**src/hdl/range_union_find_online_defines.svh**
```systemverilog
// ----------------------------------------------------------------------------
// Range union-find engine: assertion macros
// Shared property wrappers, clocked on clk_i and disabled while in reset.
// ----------------------------------------------------------------------------
`ifndef RANGE_UNION_FIND_ONLINE_DEFINES_SVH
`define RANGE_UNION_FIND_ONLINE_DEFINES_SVH

// Condition must hold at every edge out of reset.
`define RUFO_ASSERT_ALWAYS(lbl, cond, msg) \
  lbl: assert property (@(posedge clk_i) disable iff (!rst_ni) (cond)) else $error(msg);

// Antecedent implies consequent in the same cycle.
`define RUFO_ASSERT_IMPL(lbl, ante, cons, msg) \
  lbl: assert property (@(posedge clk_i) disable iff (!rst_ni) (ante) |-> (cons)) else $error(msg);

// Antecedent implies consequent in the next cycle.
`define RUFO_ASSERT_NEXT(lbl, ante, cons, msg) \
  lbl: assert property (@(posedge clk_i) disable iff (!rst_ni) (ante) |=> (cons)) else $error(msg);

`endif

```
**src/hdl/rufo_pkg.sv**
```systemverilog
// ----------------------------------------------------------------------------
// Range union-find engine: package
// Sizes, stack entry, controller commands/status and state encoding.
// ----------------------------------------------------------------------------
package rufo_pkg;

  localparam int unsigned NODES     = 1024;
  localparam int unsigned LEVELS    = 10;
  localparam int unsigned NODE_W    = 10;
  localparam int unsigned SIZE_W    = 11;
  localparam int unsigned LVL_W     = 4;
  localparam int unsigned WORD_W    = SIZE_W + NODE_W;
  localparam int unsigned MEM_DEPTH = (LEVELS + 1) * NODES;
  localparam int unsigned ADDR_W    = $clog2(MEM_DEPTH);
  localparam int unsigned STK_DEPTH = 2 * LEVELS + 2;
  localparam int unsigned SP_W      = $clog2(STK_DEPTH + 1);
  localparam int unsigned STK_IDX_W = $clog2(STK_DEPTH);

  // one pending union: level 0 is the main structure
  typedef struct packed {
    logic [LVL_W-1:0]  lvl;
    logic [NODE_W-1:0] u;
    logic [NODE_W-1:0] v;
  } join_t;

  typedef struct packed {
    logic clear;   // write one reset entry
    logic load;    // capture request
    logic start;   // push the covering joins
    logic pop;     // take top join, walk from u
    logic query;   // walk from node_a at level 0
    logic step;    // follow parent pointer
    logic take_u;  // latch root of u, walk from v
    logic take_v;  // latch root of v
    logic link1;   // hang loser under winner
    logic link2;   // winner size, cascade or count
    logic emit;    // load result register
  } rufo_cmd_t;

  typedef struct packed {
    logic clr_done;
    logic stk_empty;
    logic is_root;
    logic same_root;
    logic out_busy;
  } rufo_sts_t;

  typedef enum logic [10:0] {
    ST_CLEAR  = 11'b000_0000_0001,
    ST_IDLE   = 11'b000_0000_0010,
    ST_START  = 11'b000_0000_0100,
    ST_POP    = 11'b000_0000_1000,
    ST_UREAD  = 11'b000_0001_0000,
    ST_UCHECK = 11'b000_0010_0000,
    ST_VREAD  = 11'b000_0100_0000,
    ST_VCHECK = 11'b000_1000_0000,
    ST_LINK   = 11'b001_0000_0000,
    ST_QCHECK = 11'b010_0000_0000,
    ST_RESULT = 11'b100_0000_0000
  } rufo_state_e;

endpackage

```
**src/hdl/rufo_ctrl.sv**
```systemverilog
// ----------------------------------------------------------------------------
// Range union-find engine: controller
// Sequences clearing, cascade of joins, root walks and result hand-off.
// ----------------------------------------------------------------------------
module rufo_ctrl import rufo_pkg::*; (
  input  logic      clk_i,
  input  logic      rst_ni,
  input  logic      in_valid_i,
  output logic      in_stall_o,
  input  rufo_sts_t sts_i,
  output rufo_cmd_t cmd_o
);

  rufo_state_e state_q, state_d;

  // phase flags for the shared final state
  logic link_ph_q, walk_rd_q;

  always_ff @(posedge clk_i or negedge rst_ni) begin
    if (!rst_ni) state_q <= ST_CLEAR;
    else         state_q <= state_d;
  end

  always_comb begin
    state_d = state_q;
    cmd_o   = '0;
    unique case (state_q)
      ST_CLEAR: begin
        cmd_o.clear = 1'b1;
        if (sts_i.clr_done) state_d = ST_IDLE;
      end
      ST_IDLE: begin
        if (in_valid_i) begin
          cmd_o.load = 1'b1;
          state_d    = ST_START;
        end
      end
      ST_START: begin
        cmd_o.start = 1'b1;
        state_d     = ST_POP;
      end
      ST_POP: begin
        if (sts_i.stk_empty) begin
          cmd_o.query = 1'b1;
          state_d     = ST_QCHECK;
        end else begin
          cmd_o.pop = 1'b1;
          state_d   = ST_UREAD;
        end
      end
      ST_UREAD: state_d = ST_UCHECK;
      ST_UCHECK: begin
        if (sts_i.is_root) begin
          cmd_o.take_u = 1'b1;
          state_d      = ST_VREAD;
        end else begin
          cmd_o.step = 1'b1;
          state_d    = ST_UREAD;
        end
      end
      ST_VREAD: state_d = ST_VCHECK;
      ST_VCHECK: begin
        if (sts_i.is_root) begin
          cmd_o.take_v = 1'b1;
          state_d      = ST_LINK;
        end else begin
          cmd_o.step = 1'b1;
          state_d    = ST_VREAD;
        end
      end
      ST_LINK: begin
        // hangs the loser here, ST_RESULT then updates the winner; equal roots skip both
        if (sts_i.same_root) begin
          state_d = ST_POP;
        end else begin
          cmd_o.link1 = 1'b1;
          state_d     = ST_RESULT;
        end
      end
      ST_QCHECK: begin
        // the read address settles here; rdata_q is valid in ST_RESULT
        state_d = ST_RESULT;
      end
      ST_RESULT: begin
        state_d = ST_RESULT;
      end
      default: state_d = ST_CLEAR;
    endcase
    // ST_RESULT is shared: after link1 it finishes the link, after a query
    // walk it steps, emits, or waits on out_busy; tracked by the flags below.
    if (state_q == ST_RESULT) begin
      if (link_ph_q) begin
        cmd_o.link2 = 1'b1;
        state_d     = ST_POP;
      end else if (!walk_rd_q) begin
        state_d = ST_RESULT;
      end else if (!sts_i.is_root) begin
        cmd_o.step = 1'b1;
        state_d    = ST_QCHECK;
      end else if (!sts_i.out_busy) begin
        cmd_o.emit = 1'b1;
        state_d    = ST_IDLE;
      end
    end
  end

  always_ff @(posedge clk_i or negedge rst_ni) begin
    if (!rst_ni) begin
      link_ph_q <= 1'b0;
      walk_rd_q <= 1'b0;
    end else begin
      link_ph_q <= cmd_o.link1;
      // rdata is valid from the cycle after the query address settles
      walk_rd_q <= (state_q == ST_QCHECK) || ((state_q == ST_RESULT) && walk_rd_q &&
                   sts_i.is_root);
    end
  end

  assign in_stall_o = state_q != ST_IDLE;

endmodule

```
**config.mk**
```make
export PLATFORM = sky130hd
export DESIGN_NAME = rufo_ctrl
export DESIGN_NICKNAME = d
export VERILOG_FILES = /design/src/hdl/range_union_find_online_defines.svh /design/src/hdl/rufo_pkg.sv /design/src/hdl/rufo_ctrl.sv
export SDC_FILE = /design/constraint.sdc
export NUM_CORES = 1
export LEC_CHECK = 0
export ABC_AREA = 1
export BUFFER_PORTS_ARGS = -buffer_cell sky130_fd_sc_hd__buf_4
export CAP_MARGIN = 20
export CORE_MARGIN = 2
export CORE_UTILIZATION = 55
export CTS_CLUSTER_SIZE = 25
export DETAILED_ROUTE_END_ITERATION = 10
export PLACE_DENSITY = 0.82
export SLEW_MARGIN = 20
export SYNTH_ARGS = -nofsm -noshare
export SYNTH_HDL_FRONTEND = slang
export SYNTH_SLANG_ARGS = --single-unit
```
**constraint.sdc**
```tcl
create_clock -name clk_i -period 2.64 [get_ports clk_i]
set_input_delay 0.132 -clock clk_i [delete_from_list [all_inputs] [get_ports clk_i]]
set_output_delay 0.132 -clock clk_i [all_outputs]
set_load 0.01 [all_outputs]
```
* After elaboration in Yosys (flattened, before gate mapping)
Cells that the tools add are included.
** Cells by class
- Muxes and demuxes :: 36
- Reductions and logical operators :: 5
- Equal/unequal tests :: 12
** Operator list (count)
- 11-bit case mux with 10 select lines :: 1
- 11-bit 2-to-1 mux :: 8
- 1-bit 2-to-1 mux :: 22
- 11-bit by 1-bit equality test with 1-bit output, second input constant :: 1
- 11-bit by 10-bit equality test with 1-bit output, second input constant :: 1
- 11-bit equality test, second input constant :: 1
- 11-bit by 2-bit equality test with 1-bit output, second input constant :: 1
- 11-bit by 3-bit equality test with 1-bit output, second input constant :: 1
- 11-bit by 4-bit equality test with 1-bit output, second input constant :: 1
- 11-bit by 5-bit equality test with 1-bit output, second input constant :: 1
- 11-bit by 6-bit equality test with 1-bit output, second input constant :: 1
- 11-bit by 7-bit equality test with 1-bit output, second input constant :: 1
- 11-bit by 8-bit equality test with 1-bit output, second input constant :: 1
- 11-bit by 9-bit equality test with 1-bit output, second input constant :: 1
- 11-bit by 2-bit != test with 1-bit output, second input constant :: 1
- 10-bit 2-to-1 mux :: 1
- 9-bit 2-to-1 mux :: 1
- 7-bit 2-to-1 mux :: 1
- 2-bit 2-to-1 mux :: 2
- 2-bit OR reduction :: 2
- 1-bit logical AND :: 2
- 1-bit logical OR :: 1
** Word-level totals
- Register bits :: 13
- Input bits :: 8

* Depth between registers and ports, before layout
- Depth after elaboration :: 8
- Depth in mapped cells :: 9
- Depth with buffers taken out :: 9

* Worst setup path after synthesis
OpenSTA, ideal clock, no wires.
- Kind :: flip-flop to output port
- Start :: register state_q[3]
- End :: output cmd_o[5] in the netlist's numbering
- Arrival :: 1214 ps
- Stages on the path, launching flop included :: 8
- Buffers on the path :: 0
- Setup slack :: 1294 ps
- Cell sequence :: dfrtp_1 > nor2_2 > nand2_2 > nor2_4 > nand2_4 > nor2_4 > nand2_2 > a21oi_1
** RTL lines
- start: declaration :: RTL line rufo_ctrl.sv:14 : rufo_state_e state_q, state_d;
- start signal: assignment :: RTL line rufo_ctrl.sv:21 : else state_q <= state_d;
- end: declaration :: RTL line rufo_ctrl.sv:11 : output rufo_cmd_t cmd_o

==> run metrics <==
Synth Register Bits 13; Worst Path Arrival roughly 1700 ps; final worst-path cycle share 70.22%; required time worst endpoint 2510 ps; max-cap viol count 0; WL per Instance about 12 um; share of cells above drive strength 1 roughly a quarter; # rows 13; CTS sink cnt 13; DP Worst Slack between 1000 and 1500 ps; Hold Vio Cnt, Final 0; clock tree buffer depth 2; Buffers on Ports 19; via count 805; top cells by count, synth nand2_1, nor2_1, inv_1, dfrtp_1, nand3_1; die area 0.001807 mm2; first-pass GRT wire length 3.312 mm; Post-synth EDFFs 0; cell area after synthesis between 800 and 900 um2; Post-Synthesis Cells 117; total CTS buffers 3; Vias/cell between 5 and 6; RSZ-0062 raised after global routing false; clock tree root buffer cell clkbuf_4; synth unique cells 21; crit path capture type output port; top-count cell post-synth nand2_1; Ys Warns 0; CP Class flip-flop to output port; maximum VDD drop 379.4 uV; TNS Setup 0 ps; hold_ws 34.16 ps; NetSw 228.0 uW; post-synth top area cell dfrtp_1; Reg power frac 39.9%; Largest stage delay, worst path 410 ps; initial detailed-routing violation count 23; Worst path slowest cell dfrtp_1; Synth top area share a little under two fifths; status finished clean; P_leak 0.5808 nW; Syn Nets between 100 and 150; Setup Skew roughly 4.2 ps; CTS H-tree lvls 1; Seq/Total Area, Yosys 40.03%; Final setup viols 0; Pint 376.3 uW; largest net degree at the start of global routing 14; Primary FF master, synth dfrtp_1; initial antenna violation count 0; fmax 539.5 MHz; Combinational Power Share 39.4%; gr usage total approximately 25%; CP Launch Type flip-flop; number of global-route vias before repair about 800; Post-synth ARST share 100.0%; estimated wirelength of the detail-placed design 1.498 mm; post-cts gate resize count 0; Reg clk slew, reported paths around 80 ps; Setup Fix Bufs, Post-CTS 0; Clk pwr share 20.7%; total global routing overflow 0; Post-route DRC 0; Tmin final about 1900 ps; Synth area leaders dfrtp_1, nand2_1, nor2_1, inv_1, nand3_1; CTS tree done; Power Density 596.2 mW/mm2; clock network latency to the later pin of the worst-skew pair 280 ps; final wirelength 1.884 mm; Slew @ Worst Pin 303.9 ps; Max transition margin 79.58%; Die Y ~43 um; Core ar. roughly 0.0014 mm2; Die X 42.51 um; Worst Hold Class input port to flip-flop; final worst slack 786.3 ps; antenna diode count 0; synthesis-to-finish area growth 24.23%; reg2reg setup slack 1210 ps; Critical Path Fanout Max 6; I/O pin count 20; most frequent CP cell nor2_4; average cell area after synthesis between 6 and 7 um2; final net count 150; DRT Pass-1 Iters 5; remaining antenna violation count 0; initial core utilization 60.43%; crit path cell chain nor2_2 -> nand2_2 -> nor2_4 -> nand2_4 -> nor2_4 -> nand3_2 -> nor2_1 -> buf_4; routability cong. 0.9271; Final Max Tran Viols 0; Net Sw Frac 37.72%
-- state kept, by name, summed over array words and instances, names as in the netlist --
name,cells
state_q,11
link_ph_q,1
walk_rd_q,1
-- layout by cell type, fill, tap and decap left out, types with 2 or more instances in the layout --
master and n:
a21oi_1 2, buf_4 19, clkbuf_4 3, dfrtp_1 12, inv_1 19, nand2_1 30, nand2_2 3, nand3_1 6
nor2_1 21, nor2_2 4, nor2_4 2, nor3_1 4, o21ai_0 3, o22ai_1 2
-- per-layer routing --
metal / up-vias / GRT usage [%] / wire (um)
met5: - / 0 / 0
met4: 0 / 7.500 / 31
met3: 4 / 5.172 / 96
met2: 26 / 44.62 / 946
met1: 368 / 29.08 / 810
li1: 407 / - / -
-- power by group through the flow --
stage / Sequential [mW] / Combinational [mW] / Clock, mW
after floorplan: 0.240 / 0.166 / 0
after global placement: 0.245 / 0.230 / 0
after detailed placement: 0.245 / 0.236 / 0
after CTS: 0.241 / 0.239 / 0.129
after global routing: 0.243 / 0.272 / 0.136
final: 0.241 / 0.238 / 0.125
-- cells by family (layout without fill, tap and decap cells) --
family / count (synthesis) / after routing / share of synthesized area (%)
AO/OA/AOI/OAI: 11 / 11 / 8.128
buffers and inverters: 20 / 44 / 9.202
flip-flops: 13 / 13 / 40.03
AND/OR/NAND/NOR: 73 / 73 / 42.64
-- path summary, 6_finish.rpt --
path / from / to / depth (start not counted)
max: state_q[3] / cmd_o[0] / 8
min: sts_i[1] / link_ph_q / 2
max reg2reg: state_q[9] / state_q[0] / 8
min reg2reg: state_q[7] / state_q[5] / 3
max in group asynchronous: rst_ni / state_q[0] / 2
min in group asynchronous: rst_ni / state_q[5] / 2
-- cell type report --
type                    instances  area [um2]
flip-flops and latches         13       326.6
repair buffers                 20       152.6
multi-input cells              84       414.1
well taps                      15       18.77
fillers                       110       336.6
clock buffers                   4       26.28
inverters                      20       75.07
-- worst max-delay path, delay by kind of cell (launching register included) --
family,cells,cell delay [ps]
flops,1,410
buf+inv,1,140
simple gates,7,890
-- what timing repair did --
action	4_1_cts	5_1_grt
setup endpoints to repair	0	0
endpoints found under the hold margin	13	0
hold buffers	1	0
-- through the flow --
| stage | util (%) | instance area [um2] | power, mW | instances |
|---|---|---|---|---|
| 4_1_cts | 75.07 | 1013 | 0.6086 | 156 |
| 3_3_place_gp | 72.38 | 977.2 | 0.4749 | 151 |
| 3_5_place_dp | 72.38 | 977.2 | 0.4809 | 151 |
| 6_report | 75.07 | 1013 | 0.6043 | 156 |
| 5_1_grt | 75.07 | 1013 | 0.6517 | 156 |
| 2_1_floorplan | - | 815.8 | 0.4061 | 117 |
Note: power is estimated with default switching activity, not from simulation.
